==> config.mk <==
export PLATFORM = sky130hd
export DESIGN_NAME = ringtone_text_to_notes_top
export DESIGN_NICKNAME = d
export VERILOG_FILES = /design/src/rtn_pkg.sv /design/src/rtn_fifo.sv /design/src/rtn_front.sv /design/src/rtn_back.sv /design/src/ringtone_text_to_notes_top.sv
export SDC_FILE = /design/constraint.sdc
export NUM_CORES = 1
export LEC_CHECK = 0
export BUFFER_PORTS_ARGS = -buffer_cell sky130_fd_sc_hd__buf_2
export CORE_MARGIN = 1.5
export CORE_UTILIZATION = 30
export CTS_BUF_LIST = sky130_fd_sc_hd__clkbuf_16
export DETAILED_ROUTE_END_ITERATION = 8
export GPL_TIMING_DRIVEN = 0
export SLEW_MARGIN = 40
export SYNTH_ARGS = -nofsm -noshare
export SYNTH_HDL_FRONTEND = slang
export SYNTH_HIERARCHICAL = 1
export SYNTH_SLANG_ARGS = --single-unit
export TNS_END_PERCENT = 1
==> constraint.sdc <==
create_clock -name clock -period 6.02 [get_ports clock]
set_clock_uncertainty 0.1 [all_clocks]
set_input_delay 1.204 -clock clock [delete_from_list [all_inputs] [get_ports clock]]
set_output_delay 1.204 -clock clock [all_outputs]
set_load 0.02 [all_outputs]
==> src/rtn_pkg.sv <==
// Shared types and constants for the RTTTL ringtone text-to-notes block.
// Holds the request, response and note-job structs plus the note frequency table.
// No dependencies.
`default_nettype none

package rtn_pkg;

   // One character of ringtone text.
   typedef struct packed {
      logic [7:0] ch;
      logic       first;
   } req_type;

   // One finished note.
   typedef struct packed {
      logic [13:0] freq_hz;
      logic [21:0] duration_us;
      logic        tune_end;
   } rsp_type;

   // Letter index of a pause or of a letter outside a to g.
   localparam logic [2:0] LETTER_NONE = 3'd7;

   // A closed note, handed from the parser to the arithmetic back end.
   typedef struct packed {
      logic [2:0] letter;
      logic       sharp;
      logic [3:0] octave;
      logic [7:0] length;
      logic       dotted;
      logic       tune_end;
   } job_type;

   // Note duration numerator in microseconds and its width.
   localparam int          DIV_BITS = 21;
   localparam logic [20:0] DIVIDEND = 21'd2000000;

   // Base frequency of a letter in octave five. The sharp values are the base values
   // scaled by 1.0595 and truncated.
   function automatic logic [9:0] note_base(input logic [2:0] letter, input logic sharp);
      logic [9:0] f;
      case (letter)
         3'd0:    f = sharp ? 10'd466 : 10'd440;
         3'd1:    f = sharp ? 10'd523 : 10'd494;
         3'd2:    f = sharp ? 10'd554 : 10'd523;
         3'd3:    f = sharp ? 10'd621 : 10'd587;
         3'd4:    f = sharp ? 10'd698 : 10'd659;
         3'd5:    f = sharp ? 10'd739 : 10'd698;
         3'd6:    f = sharp ? 10'd830 : 10'd784;
         default: f = 10'd0;
      endcase
      return f;
   endfunction

endpackage

`default_nettype wire

==> src/rtn_fifo.sv <==
// Small register-based queue used between the parser, the back end and the output.
// Depends on nothing but its parameters.
`default_nettype none

module rtn_fifo #(
   parameter int  DEPTH = 2,
   parameter type T     = logic
) (
   input  logic clock,
   input  logic reset,
   input  logic push,
   input  T     wdata,
   output logic full,
   input  logic pop,
   output T     rdata,
   output logic empty
);

   localparam int PTR_W = (DEPTH > 1) ? $clog2(DEPTH) : 1;
   localparam int CNT_W = $clog2(DEPTH + 1);

   T                 mem_ff [DEPTH];
   logic [PTR_W-1:0] wr_ptr_ff, wr_ptr_in;
   logic [PTR_W-1:0] rd_ptr_ff, rd_ptr_in;
   logic [CNT_W-1:0] count_ff, count_in;

   assign full  = (count_ff == CNT_W'(DEPTH));
   assign empty = (count_ff == '0);
   assign rdata = mem_ff[rd_ptr_ff];

   always_comb begin
      wr_ptr_in = wr_ptr_ff;
      rd_ptr_in = rd_ptr_ff;
      count_in  = count_ff;
      if (push) begin
         wr_ptr_in = (wr_ptr_ff == PTR_W'(DEPTH - 1)) ? '0 : wr_ptr_ff + 1'b1;
      end
      if (pop) begin
         rd_ptr_in = (rd_ptr_ff == PTR_W'(DEPTH - 1)) ? '0 : rd_ptr_ff + 1'b1;
      end
      if (push && !pop) begin
         count_in = count_ff + 1'b1;
      end else if (pop && !push) begin
         count_in = count_ff - 1'b1;
      end
   end

   always_ff @(posedge clock) begin
      if (reset) begin
         wr_ptr_ff <= '0;
         rd_ptr_ff <= '0;
         count_ff  <= '0;
      end else begin
         wr_ptr_ff <= wr_ptr_in;
         rd_ptr_ff <= rd_ptr_in;
         count_ff  <= count_in;
      end
   end

   always_ff @(posedge clock) begin
      if (push) begin
         mem_ff[wr_ptr_ff] <= wdata;
      end
   end

`ifndef NO_ASSERTIONS
   a_no_overflow: assert property (@(posedge clock) disable iff (reset)
      push |-> (!full || pop))
      else $error("queue written while full");

   a_no_underflow: assert property (@(posedge clock) disable iff (reset)
      pop |-> !empty)
      else $error("queue read while empty");

   a_count_up: assert property (@(posedge clock) disable iff (reset)
      (push && !pop) |=> (count_ff == $past(count_ff) + 1'b1))
      else $error("queue count did not follow a write");
`endif

endmodule

`default_nettype wire

==> src/rtn_front.sv <==
// Character parser: walks the ringtone text and emits one note job per closed note.
// Depends on rtn_pkg for the request and job types.
`default_nettype none

module rtn_front
   import rtn_pkg::*;
(
   input  logic    clock,
   input  logic    reset,
   input  logic    accept,
   input  req_type item,
   output logic    job_push,
   output job_type job
);

   typedef enum logic [11:0] {
      PH_TITLE  = 12'b0000_0000_0001,
      PH_DEFS   = 12'b0000_0000_0010,
      PH_DEFVAL = 12'b0000_0000_0100,
      PH_START  = 12'b0000_0000_1000,
      PH_DUR1   = 12'b0000_0001_0000,
      PH_DUR2   = 12'b0000_0010_0000,
      PH_LETTER = 12'b0000_0100_0000,
      PH_SHARP  = 12'b0000_1000_0000,
      PH_DOT    = 12'b0001_0000_0000,
      PH_OCT    = 12'b0010_0000_0000,
      PH_CLOSE  = 12'b0100_0000_0000,
      PH_DONE   = 12'b1000_0000_0000
   } phase_type;

   localparam logic [7:0] CH_NUL   = 8'h00;
   localparam logic [7:0] CH_COLON = 8'h3A;
   localparam logic [7:0] CH_COMMA = 8'h2C;
   localparam logic [7:0] CH_HASH  = 8'h23;
   localparam logic [7:0] CH_DOT   = 8'h2E;
   localparam logic [7:0] CH_ZERO  = 8'h30;
   localparam logic [7:0] CH_A     = 8'h61;
   localparam logic [7:0] CH_B     = 8'h62;
   localparam logic [7:0] CH_D     = 8'h64;
   localparam logic [7:0] CH_G     = 8'h67;
   localparam logic [7:0] CH_O     = 8'h6F;

   localparam logic [1:0] SET_OTHER = 2'd0;
   localparam logic [1:0] SET_D     = 2'd1;
   localparam logic [1:0] SET_O     = 2'd2;
   localparam logic [1:0] SET_B     = 2'd3;

   phase_type  phase_ff, phase_in, phase_cur;
   logic [7:0] def_len_ff, def_len_in, def_len_cur;
   logic [3:0] def_oct_ff, def_oct_in, def_oct_cur;
   logic [1:0] set_let_ff, set_let_in, set_let_cur;
   logic [7:0] set_val_ff, set_val_in, set_val_cur;
   logic [7:0] len_ff, len_in, len_cur;
   logic [3:0] oct_ff, oct_in, oct_cur;
   logic [2:0] letter_ff, letter_in, letter_cur;
   logic       sharp_ff, sharp_in, sharp_cur;
   logic       dot_ff, dot_in, dot_cur;

   logic [7:0] c;
   logic       is_dig, is_low;
   logic       st_dur1, st_dur2, st_letter, st_sharp, st_dot, st_oct, st_close;
   logic       close;

   // Decimal accumulate with saturation at 255.
   function automatic logic [7:0] sat_acc(input logic [7:0] v, input logic [7:0] ch);
      logic [11:0] r;
      r = {4'b0, v} * 12'd10 + {8'b0, 4'(ch - CH_ZERO)};
      return (r > 12'd255) ? 8'd255 : r[7:0];
   endfunction

   assign c      = item.ch;
   assign is_dig = (c >= CH_ZERO) && (c <= 8'h39);
   assign is_low = (c >= CH_A) && (c <= 8'h7A);

   always_comb begin
      // A first character restarts the tune from the reset state.
      if (item.first) begin
         phase_cur   = PH_TITLE;
         def_len_cur = 8'd4;
         def_oct_cur = 4'd6;
         set_let_cur = SET_OTHER;
         set_val_cur = '0;
         len_cur     = '0;
         oct_cur     = '0;
         letter_cur  = LETTER_NONE;
         sharp_cur   = 1'b0;
         dot_cur     = 1'b0;
      end else begin
         phase_cur   = phase_ff;
         def_len_cur = def_len_ff;
         def_oct_cur = def_oct_ff;
         set_let_cur = set_let_ff;
         set_val_cur = set_val_ff;
         len_cur     = len_ff;
         oct_cur     = oct_ff;
         letter_cur  = letter_ff;
         sharp_cur   = sharp_ff;
         dot_cur     = dot_ff;
      end

      phase_in   = phase_cur;
      def_len_in = def_len_cur;
      def_oct_in = def_oct_cur;
      set_let_in = set_let_cur;
      set_val_in = set_val_cur;
      len_in     = len_cur;
      oct_in     = oct_cur;
      letter_in  = letter_cur;
      sharp_in   = sharp_cur;
      dot_in     = dot_cur;
      close      = 1'b0;

      // Every note starts from the defaults.
      if (phase_cur == PH_START) begin
         len_in    = def_len_cur;
         oct_in    = def_oct_cur;
         letter_in = LETTER_NONE;
         sharp_in  = 1'b0;
         dot_in    = 1'b0;
      end

      // Optional note fields fall through to the next slot when absent.
      st_dur1   = (phase_cur == PH_START) || (phase_cur == PH_DUR1);
      st_dur2   = st_dur1 || (phase_cur == PH_DUR2);
      st_letter = st_dur2 || (phase_cur == PH_LETTER);
      st_sharp  = (phase_cur == PH_SHARP);
      st_dot    = st_sharp || (phase_cur == PH_DOT);
      st_oct    = st_dot || (phase_cur == PH_OCT);
      st_close  = st_oct || (phase_cur == PH_CLOSE);

      case (phase_cur)
         PH_TITLE: begin
            if (c == CH_NUL) begin
               phase_in = PH_DONE;
            end else if (c == CH_COLON) begin
               phase_in = PH_DEFS;
            end
         end
         PH_DEFS: begin
            if (c == CH_NUL) begin
               phase_in = PH_DONE;
            end else if (c == CH_COLON) begin
               phase_in = PH_START;
            end else if (is_low) begin
               set_let_in = (c == CH_D) ? SET_D :
                            (c == CH_O) ? SET_O :
                            (c == CH_B) ? SET_B : SET_OTHER;
               set_val_in = '0;
               phase_in   = PH_DEFVAL;
            end
         end
         PH_DEFVAL: begin
            if (c == CH_NUL) begin
               phase_in = PH_DONE;
            end else if (is_dig) begin
               set_val_in = sat_acc(set_val_cur, c);
            end else if ((c == CH_COLON) || (c == CH_COMMA)) begin
               if (set_let_cur == SET_D) begin
                  def_len_in = set_val_cur;
               end else if (set_let_cur == SET_O) begin
                  def_oct_in = (set_val_cur > 8'd9) ? 4'd9 : set_val_cur[3:0];
               end
               phase_in = (c == CH_COLON) ? PH_START : PH_DEFS;
            end
         end
         PH_DONE: begin
            phase_in = PH_DONE;
         end
         default: begin
            if (st_dur1 && (c == CH_NUL)) begin
               phase_in = PH_DONE;
            end else if (st_dur1 && is_dig) begin
               len_in   = {4'b0, 4'(c - CH_ZERO)};
               phase_in = PH_DUR2;
            end else if (st_dur2 && is_dig) begin
               len_in   = sat_acc(len_cur, c);
               phase_in = PH_LETTER;
            end else if (st_letter) begin
               if (is_low) begin
                  letter_in = (c <= CH_G) ? 3'(c - CH_A) : LETTER_NONE;
               end
               phase_in = PH_SHARP;
            end else if (st_sharp && (c == CH_HASH)) begin
               sharp_in = 1'b1;
               phase_in = PH_DOT;
            end else if (st_dot && (c == CH_DOT)) begin
               dot_in   = 1'b1;
               phase_in = PH_OCT;
            end else if (st_oct && is_dig) begin
               oct_in   = 4'(c - CH_ZERO);
               phase_in = PH_CLOSE;
            end else if (st_close && ((c == CH_COMMA) || (c == CH_NUL))) begin
               close    = 1'b1;
               phase_in = (c == CH_NUL) ? PH_DONE : PH_START;
            end else begin
               phase_in = PH_CLOSE;
            end
         end
      endcase
   end

   // A note only closes in the sharp slot or later, so the held fields are final.
   assign job_push     = accept && close;
   assign job.letter   = letter_cur;
   assign job.sharp    = sharp_cur;
   assign job.octave   = oct_cur;
   assign job.length   = len_cur;
   assign job.dotted   = dot_cur;
   assign job.tune_end = (c == CH_NUL);

   always_ff @(posedge clock) begin
      if (reset) begin
         phase_ff   <= PH_TITLE;
         def_len_ff <= 8'd4;
         def_oct_ff <= 4'd6;
         set_let_ff <= SET_OTHER;
         set_val_ff <= '0;
         len_ff     <= '0;
         oct_ff     <= '0;
         letter_ff  <= LETTER_NONE;
         sharp_ff   <= 1'b0;
         dot_ff     <= 1'b0;
      end else if (accept) begin
         phase_ff   <= phase_in;
         def_len_ff <= def_len_in;
         def_oct_ff <= def_oct_in;
         set_let_ff <= set_let_in;
         set_val_ff <= set_val_in;
         len_ff     <= len_in;
         oct_ff     <= oct_in;
         letter_ff  <= letter_in;
         sharp_ff   <= sharp_in;
         dot_ff     <= dot_in;
      end
   end

`ifndef NO_ASSERTIONS
   a_restart_no_note: assert property (@(posedge clock) disable iff (reset)
      (accept && item.first) |-> !job_push)
      else $error("note emitted on the first character of a tune");

   a_done_sticks: assert property (@(posedge clock) disable iff (reset)
      (phase_ff == PH_DONE && !(accept && item.first)) |=> (phase_ff == PH_DONE))
      else $error("parser left the finished state without a restart");

   a_octave_range: assert property (@(posedge clock) disable iff (reset)
      job_push |-> (job.octave <= 4'd9))
      else $error("note octave out of range");
`endif

endmodule

`default_nettype wire

==> src/rtn_back.sv <==
// Note arithmetic: serial duration divide, dotted scaling and octave shift.
// Depends on rtn_pkg for the job and response types and the frequency table.
`default_nettype none

module rtn_back
   import rtn_pkg::*;
(
   input  logic    clock,
   input  logic    reset,
   input  logic    job_empty,
   input  job_type job,
   output logic    job_pop,
   input  logic    rsp_full,
   output logic    rsp_push,
   output rsp_type rsp
);

   typedef enum logic [2:0] {
      B_IDLE = 3'b001,
      B_DIV  = 3'b010,
      B_DONE = 3'b100
   } bstate_type;

   localparam int CNT_W = $clog2(DIV_BITS);

   bstate_type          state_ff, state_in;
   logic [CNT_W-1:0]    count_ff, count_in;
   logic [7:0]          rem_ff, rem_in;
   logic [DIV_BITS-1:0] quot_ff, quot_in;
   logic [7:0]          divisor_ff, divisor_in;
   job_type             job_ff, job_in;

   logic [8:0]  trial;
   logic        ge;
   logic [8:0]  diff;
   logic [22:0] sum3;
   logic [3:0]  oct_c;
   logic [2:0]  shift;

   // One restoring division step per cycle.
   assign trial = {rem_ff, quot_ff[DIV_BITS-1]};
   assign ge    = (trial >= {1'b0, divisor_ff});
   assign diff  = trial - {1'b0, divisor_ff};

   assign job_pop  = (state_ff == B_IDLE) && !job_empty;
   assign rsp_push = (state_ff == B_DONE) && !rsp_full;

   always_comb begin
      state_in   = state_ff;
      count_in   = count_ff;
      rem_in     = rem_ff;
      quot_in    = quot_ff;
      divisor_in = divisor_ff;
      job_in     = job_ff;
      case (state_ff)
         B_IDLE: begin
            if (!job_empty) begin
               job_in     = job;
               divisor_in = (job.length == 8'd0) ? 8'd1 : job.length;
               rem_in     = '0;
               quot_in    = DIVIDEND;
               count_in   = CNT_W'(DIV_BITS - 1);
               state_in   = B_DIV;
            end
         end
         B_DIV: begin
            rem_in  = ge ? diff[7:0] : trial[7:0];
            quot_in = {quot_ff[DIV_BITS-2:0], ge};
            if (count_ff == '0) begin
               state_in = B_DONE;
            end else begin
               count_in = count_ff - 1'b1;
            end
         end
         B_DONE: begin
            if (!rsp_full) begin
               state_in = B_IDLE;
            end
         end
         default: begin
            state_in = B_IDLE;
         end
      endcase
   end

   always_comb begin
      sum3  = {2'b0, quot_ff} + {1'b0, quot_ff, 1'b0};
      oct_c = (job_ff.octave > 4'd9) ? 4'd9 : job_ff.octave;
      shift = (oct_c > 4'd5) ? 3'(oct_c - 4'd5) : 3'd0;
      rsp.freq_hz     = {4'b0, note_base(job_ff.letter, job_ff.sharp)} << shift;
      rsp.duration_us = job_ff.dotted ? sum3[22:1] : {1'b0, quot_ff};
      rsp.tune_end    = job_ff.tune_end;
   end

   always_ff @(posedge clock) begin
      if (reset) begin
         state_ff <= B_IDLE;
         count_ff <= '0;
      end else begin
         state_ff <= state_in;
         count_ff <= count_in;
      end
   end

   always_ff @(posedge clock) begin
      rem_ff     <= rem_in;
      quot_ff    <= quot_in;
      divisor_ff <= divisor_in;
      job_ff     <= job_in;
   end

`ifndef NO_ASSERTIONS
   a_div_runs: assert property (@(posedge clock) disable iff (reset)
      (state_ff == B_DIV && count_ff != '0) |=> (state_ff == B_DIV))
      else $error("divide left before its last step");

   a_rem_bound: assert property (@(posedge clock) disable iff (reset)
      (state_ff == B_DIV || state_ff == B_DONE) |-> (rem_ff < divisor_ff))
      else $error("division remainder not below divisor");

   a_divisor_nonzero: assert property (@(posedge clock) disable iff (reset)
      (state_ff == B_DIV) |-> (divisor_ff != 8'd0))
      else $error("division by zero started");
`endif

endmodule

`default_nettype wire

==> src/ringtone_text_to_notes_top.sv <==
// Top level of the RTTTL ringtone text-to-notes block.
// Depends on rtn_pkg, rtn_front, rtn_fifo and rtn_back.
//
// The block reads ringtone text one character per beat and writes one beat per note.
// Input side: drive req_data and raise push; a character is taken on each clock edge
// where push is high and full is low. Set req_data.first on the first character of a
// tune to restart the parser from its reset state.
// Result side: while empty is low, rsp_data holds the oldest finished note; raise pop
// to take it. Notes come out in text order with freq_hz, duration_us and tune_end.
// Flow: the parser takes one character every cycle while full is low. Each note then
// passes through the back end as a load step, the bit-serial duration divide and a
// write step; the back end takes its next note only after writing the last one.
// Up to JOB_DEPTH closed notes wait in the job queue; full is high while that queue is
// full. When the receiver stalls, up to RSP_DEPTH results wait in the result queue,
// then the back end holds its note and the job queue fills behind it.
// Reset clears the parser to the title phase with length 4 and octave 6 and empties
// both queues.
`default_nettype none

module ringtone_text_to_notes_top
   import rtn_pkg::*;
#(
   parameter int JOB_DEPTH = 2,
   parameter int RSP_DEPTH = 2
) (
   input  logic    clock,
   input  logic    reset,
   input  logic    push,
   output logic    full,
   input  req_type req_data,
   output logic    empty,
   input  logic    pop,
   output rsp_type rsp_data
);

   logic    accept;
   logic    job_push;
   job_type job_wdata;
   logic    job_full;
   logic    job_pop;
   job_type job_rdata;
   logic    job_empty;
   logic    rsp_push;
   rsp_type rsp_wdata;
   logic    rsp_full;

   // The parser is held off whenever the job queue has no room, so a closing
   // character can always write its note.
   assign full   = job_full;
   assign accept = push && !job_full;

   // Front end: classifies each character and builds note jobs.
   rtn_front u_front (
      .clock    (clock),
      .reset    (reset),
      .accept   (accept),
      .item     (req_data),
      .job_push (job_push),
      .job      (job_wdata)
   );

   // Queue of closed notes between the parser and the arithmetic.
   rtn_fifo #(
      .DEPTH (JOB_DEPTH),
      .T     (job_type)
   ) u_job_q (
      .clock (clock),
      .reset (reset),
      .push  (job_push),
      .wdata (job_wdata),
      .full  (job_full),
      .pop   (job_pop),
      .rdata (job_rdata),
      .empty (job_empty)
   );

   // Back end: computes frequency and duration for one note at a time.
   rtn_back u_back (
      .clock     (clock),
      .reset     (reset),
      .job_empty (job_empty),
      .job       (job_rdata),
      .job_pop   (job_pop),
      .rsp_full  (rsp_full),
      .rsp_push  (rsp_push),
      .rsp       (rsp_wdata)
   );

   // Result queue that decouples the back end from the receiver.
   rtn_fifo #(
      .DEPTH (RSP_DEPTH),
      .T     (rsp_type)
   ) u_rsp_q (
      .clock (clock),
      .reset (reset),
      .push  (rsp_push),
      .wdata (rsp_wdata),
      .full  (rsp_full),
      .pop   (pop && !empty),
      .rdata (rsp_data),
      .empty (empty)
   );

endmodule

`default_nettype wire
# Word-level counts from Yosys, hierarchy flattened
# Memories as Yosys holds them, arrays and structs flattened. A register that Yosys moved wholly into a read port is not among the register bits.
# Cells that the tools add are included.
[classes]
muxes = 141
addsub = 16
n_lt_le_gt_ge = 11
reduce_logical = 48
bitwise = 1
multipliers = 2
eq_ne = 36
shift = 1
[ops]
columns = ["cell", "n"]
rows = [
  ["12-bit two-way mux", 18],
  ["8-bit two-way mux", 22],
  ["4-bit two-way mux", 20],
  ["10-bit case mux with 7 select lines", 1],
  ["12-bit case mux with 4 select lines", 1],
  ["21-bit case mux with 2 select lines", 1],
  ["3-bit two-way mux", 13],
  ["1-bit two-way mux", 38],
  ["8-bit by 6-bit equality test with 1-bit output (second input constant)", 4],
  ["8-bit case mux with 2 select lines", 2],
  ["12-bit by 4-bit adder with 12-bit output", 2],
  ["8-bit by 7-bit equality test with 1-bit output (second input constant)", 3],
  ["12-bit by 8-bit > comparator with 1-bit output (second input constant)", 2],
  ["2-bit two-way mux", 12],
  ["6-bit two-way mux", 4],
  ["21-bit by 22-bit adder with 23-bit output", 1],
  ["8-bit by 3-bit multiplier with 11-bit output (second input constant)", 2],
  ["22-bit two-way mux", 1],
  ["21-bit two-way mux", 1],
  ["1-bit logical AND", 18],
  ["8-bit by 7-bit less-or-equal comparator with 1-bit output (second input constant)", 2],
  ["8-bit zero test", 2],
  ["7-bit two-way mux", 2],
  ["10-bit by 3-bit left shift with 14-bit output", 1],
  ["other kinds (48)", 83],
]
[totals]
input_bits = 13
reg_bits = 114
memories = 2
output_inout_bits = 39
ram_bits = 110
wordCells = 284
[memory_table]
columns = ["memory", "words", "word_bits", "read_ports", "rd_clocked_by_memory_dff", "write_ports", "line_no", "source"]
rows = [
  ["u_rsp_q.mem_ff", 2, 37, 1, 1, 1, "rtn_fifo.sv:22", "T mem_ff [DEPTH];"],
  ["u_job_q.mem_ff", 2, 18, 1, 1, 1, "rtn_fifo.sv:22", ""],
]

# Logic depth before layout (Yosys ltp)
[logic_depth]
word_depth = 20
ltp_mapped = 16

# Cells and area by module
# Netlist, hierarchy kept.
[modules_own_cells]
columns = ["module", "cells_each", "n_inst", "seq_area_each_um2", "area_each_um2"]
rows = [
  ["rtn_back", 599, 1, 1571.5, 5071.1],
  ["rtn_front", 568, 1, 1021.0, 4337.9],
  ["rtn_fifo (u_rsp_q)", 137, 1, 2322.2, 2885.3],
  ["rtn_fifo (u_job_q)", 78, 1, 1181.1, 1503.9],
  ["ringtone_text_to_notes_top", 2, 1, 0.0, 27.5],
]

# Worst setup path after synthesis
# Ideal clock, no wire load.
[synth_path]
kind = "in2reg"
startpoint = "in req_data[0] (netlist name)"
endpoint = "reg u_front.set_val_ff[3]"
n_path_buf = 5
arrival_ps = 5143
path_stages = 15
path_slack_ps = 660
cell_sequence = "clkbuf_1 -> clkbuf_1 -> clkbuf_1 -> buf_1 -> clkbuf_1 -> nor2_1 -> ha_1 -> inv_1 -> fa_1 -> or3b_2 -> a2111oi_2 -> and3_1 -> o2111ai_1 -> o21a_1 -> o22a_1"
[synth_between]
elab_chain_len = 8
[synth_rtl]
columns = ["item", "line_no", "source"]
rows = [
  ["start: declaration", "ringtone_text_to_notes_top.sv:30", "input req_type req_data,"],
  ["8-bit two-way mux", "rtn_front.sv:77", "if (item.first) begin"],
  ["8-bit by 3-bit multiplier with 11-bit output", "rtn_front.sv:67", "r = {4'b0, v} * 12'd10 + {8'b0, 4'(ch - CH_ZERO)};"],
  ["12-bit by 4-bit adder with 12-bit output", "rtn_front.sv:67", ""],
  ["12-bit by 8-bit > comparator with 1-bit output", "rtn_front.sv:68", "return (r > 12'd255) ? 8'd255 : r[7:0];"],
  ["8-bit two-way mux", "rtn_front.sv:68", ""],
  ["8-bit two-way mux", "rtn_front.sv:155", "end else if (is_dig) begin"],
  ["8-bit two-way mux", "rtn_front.sv:153", "if (c == CH_NUL) begin"],
  ["8-bit case mux with 2 select lines *", "rtn_front.sv:131", "case (phase_cur)"],
  ["end signal: assignment", "rtn_front.sv:228", "set_val_ff <= set_val_in;"],
  ["end: declaration", "rtn_front.sv:52", "logic [7:0] set_val_ff, set_val_in, set_val_cur;"],
]
# Every way passes the cells marked *; elsewhere a longest branch is shown, timed or not.
# A chain may end at the register's enable or synchronous reset.

# Worst setup path after layout
[layout_path]
startpoint = "in req_data[0] (netlist name)"
endpoint = "reg u_front.set_val_ff[7]"
# The elaborated chain is that of the path after synthesis.

==> metrics <==
TritonCTS clock tree=yes; pwr/cell area=376 nW/um^2; reg-to-reg slack, setup=1960 ps; hold slack=352 ps; asr flop ratio synth=0%; Unique masters post-synth=98; die area=47400 sq um; number of top-level pins=52; final period utilization=91.2%; WP data arrival=5800 ps; Post-Route WL=34600 um; ys flop type=edfxtp_1; Die Y=218 um; initial antenna violation count=0; Hold Path Stages=2; clock buffer count from CTS=25; Post-CTS Setup Bufs=0; I/O Buffers=51; fin area=15700 sq um; Worst Hold End=u_front/dot_ff; H-tree lvl count=1; Least-Margin Pin Slew=838 ps; area grow syn2layout=13.7%; Fin. Hold Viols=0; Max Cap Viol=0; RePlAce Congestion=0.939; drt drc=0; CP Max Fanout=22; Synth Warn #=6; post-route ant nets=0; cells after synthesis=1384; total track usage=14.4%; CP required=6330 ps; 1st-iter DRT viols=760; Worst Hold Class=flip-flop to flip-flop; per-cell routed wire length=16.6 um; vias per std cell=5.23; 1st-pass router iterations=5; startpoint types=primary input; Setup Crit Path Kind=primary input to flip-flop; Mapped Area=13800 sq um; Leakage=5.70 nW; syn avg cell area=9.99 sq um; DPL Wire Length=25000 um; pin count of the biggest net entering global routing=38; Highest Clock Rate=182 MHz; status=completed; syn_nets=1462; global-route wire length before repair=55800 um; Clock Latency Late Sink=520 ps; Worst R2R Path Depth=13; Core ar.=45400 sq um; maximum clock path buffer count=3; sequential share of the synthesized area=44.1%; share of cells above drive strength 1=15.1%; peak supply drop=0.197 mV; Worst-path clk slew=60 ps; commonest non-fill, non-tap cell in the layout=edfxtp_1; vias in the first global route=10500; Overflow after GRT=0; Post-synth EDFFs=157; most frequent cells in the layout=157 x edfxtp_1, 110 x nor2_1, 99 x nand2_1; diode count=0; nature of the critical path endpoint=flip-flop; RSZ-0062 raised after global routing=no; Yosys reg bits=226; # rows=78; clk sink count=226; Initial Util=30.5%; Root Buffer Master=clkbuf_16; Critical R2R Launch=u_back/job_ff[12]; Slew HR=42.7%; die span in x=218 um; placed cell area=14900 sq um; Hold-fix buffers, CTS=0; Reg2Reg Capture Point=u_rsp_q/mem_ff[0][33]; endpoints failing setup=0; min-delay src=u_front/dot_ff; Via Count=10900; Period minus WS final=5490 ps; Layout Nets=1540; Slew Limit Fails=0
==> per-stage QoR <==
stage | worst slack, ps | utilization [%] | std cells | setup TNS, ps | total power [mW]
6_report | 531 | 34.6 | 2078 | 0 | 5.91
4_1_cts | 93.2 | 34.6 | 2079 | 0 | 5.93
5_1_grt | 260 | 34.6 | 2078 | 0 | 6.27
3_5_place_dp | -1350 | 32.9 | 2037 | -13840 | 4.40
3_3_place_gp | -1250 | 32.7 | 2035 | -11640 | 4.39
2_1_floorplan | 660 | - | 1384 | 0 | 3.81
==> sequential cells by signal, summed over array words and instances (netlist names), 3 cells and up, named ones only <==
register            flops
u_rsp_q/mem_ff         74
u_job_q/mem_ff         36
u_back/quot_ff         21
u_front/phase_ff       12
u_back/job_ff           9
u_back/divisor_ff       8
u_back/rem_ff           8
u_front/def_len_ff      8
u_front/len_ff          8
u_front/set_val_ff      8
u_back/count_ff         5
u_front/def_oct_ff      4
u_front/oct_ff          4
u_back/state_ff         3
u_front/letter_ff       3
==> cell usage after synthesis, types with 7 or more instances <==
library cell	n	area share, %
nor3_1	30	1.1
and2_1	18	0.81
o221ai_1	9	0.57
o211ai_1	14	0.76
o31a_1	8	0.51
clkbuf_1	59	1.6
o21bai_1	9	0.49
or2_2	9	0.41
a22o_1	9	0.57
o21a_1	17	0.92
nor2_1	110	3.0
mux2_2	70	5.7
a31oi_1	9	0.41
mux2i_1	8	0.58
xnor2_1	33	2.1
edfxtp_1	157	34
o31ai_1	9	0.49
nor4b_1	7	0.44
ha_1	60	5.4
a22oi_1	7	0.38
nor4_1	14	0.63
a21oi_1	82	3.0
nor2b_1	35	1.6
a21o_1	17	0.92
nand4_1	14	0.63
or3_1	10	0.45
o22ai_1	9	0.41
nand2b_1	18	0.81
o21ai_0	56	2.0
xor2_1	25	1.6
nor3b_1	8	0.43
and3_1	33	1.5
inv_1	50	1.4
dfxtp_1	69	10
buf_1	11	0.30
nand3_1	29	1.0
a211oi_1	7	0.38
nand2_1	100	2.7
a211o_1	9	0.57
o2111ai_1	10	0.63
==> report_power, final <==
group / switching (mW) / leakage [nW] / internal, mW
Clock: 0.613 / 0.400 / 0.882
Combinational: 1.46 / 3.32 / 0.870
Sequential: 0.118 / 1.98 / 1.97
==> layout make-up <==
cell class                      count  area (sq um)
Fill cell                        4626         29700
Multi-Input combinational cell   1019          7180
Sequential cell                   226          6100
Tap cell                          600           751
Clock buffer                       25           626
Buffer                             84           382
Timing Repair Buffer               53           310
Inverter                           53           199
Clock inverter                     18           170
==> how the worst max path moves through the flow <==
stage / from / to / slack (ps) / cells after the start
floorplan: req_data[0] / u_front/set_val_ff[3] / 660 / 15
global placement: req_data[0] / u_front/set_val_ff[7] / -1250 / 16
detailed placement: req_data[0] / u_front/set_val_ff[7] / -1350 / 16
CTS: req_data[0] / u_front/set_val_ff[7] / 90 / 15
global route: req_data[0] / u_front/set_val_ff[4] / 260 / 14
finish: req_data[0] / u_front/set_val_ff[7] / 530 / 14
==> logic make-up after synthesis <==
logic type / after synthesis / synth area share, %
buf+inv: 139 / 4.24
xor+xnor: 58 / 3.67
flops: 226 / 44.1
simple gates: 478 / 18.5
mux: 78 / 6.28
fa+ha+maj: 66 / 6.23
compound gates: 339 / 17.0
==> critical path: stages <==
cell       delay, ps
buf_2            430
clkbuf_2         400
buf_2            370
clkbuf_1         440
nor2_1           110
ha_1             270
inv_1             90
fa_1             470
or3b_2           480
a2111oi_2        500
and3_1           230
o2111ai_1        290
o21a_1           310
o22a_1           190
==> what timing repair did <==
item                                   4_1_cts  5_1_grt
pin swaps                                    0        0
setup endpoints to repair                    9        6
endpoints found under the hold margin        0        0
resized for setup                            2        0
==> metal layers <==
layer	GRT usage, %	wire length, um	part of all wire, %	up-vias
met5	0	0	0	-
met4	3.73	650	1.9	0
met3	2.06	1500	4.3	47
met2	24.1	16200	47	254
met1	19.3	16300	47	5252
li1	-	-	-	5319
(Power assumes the default switching activity.)
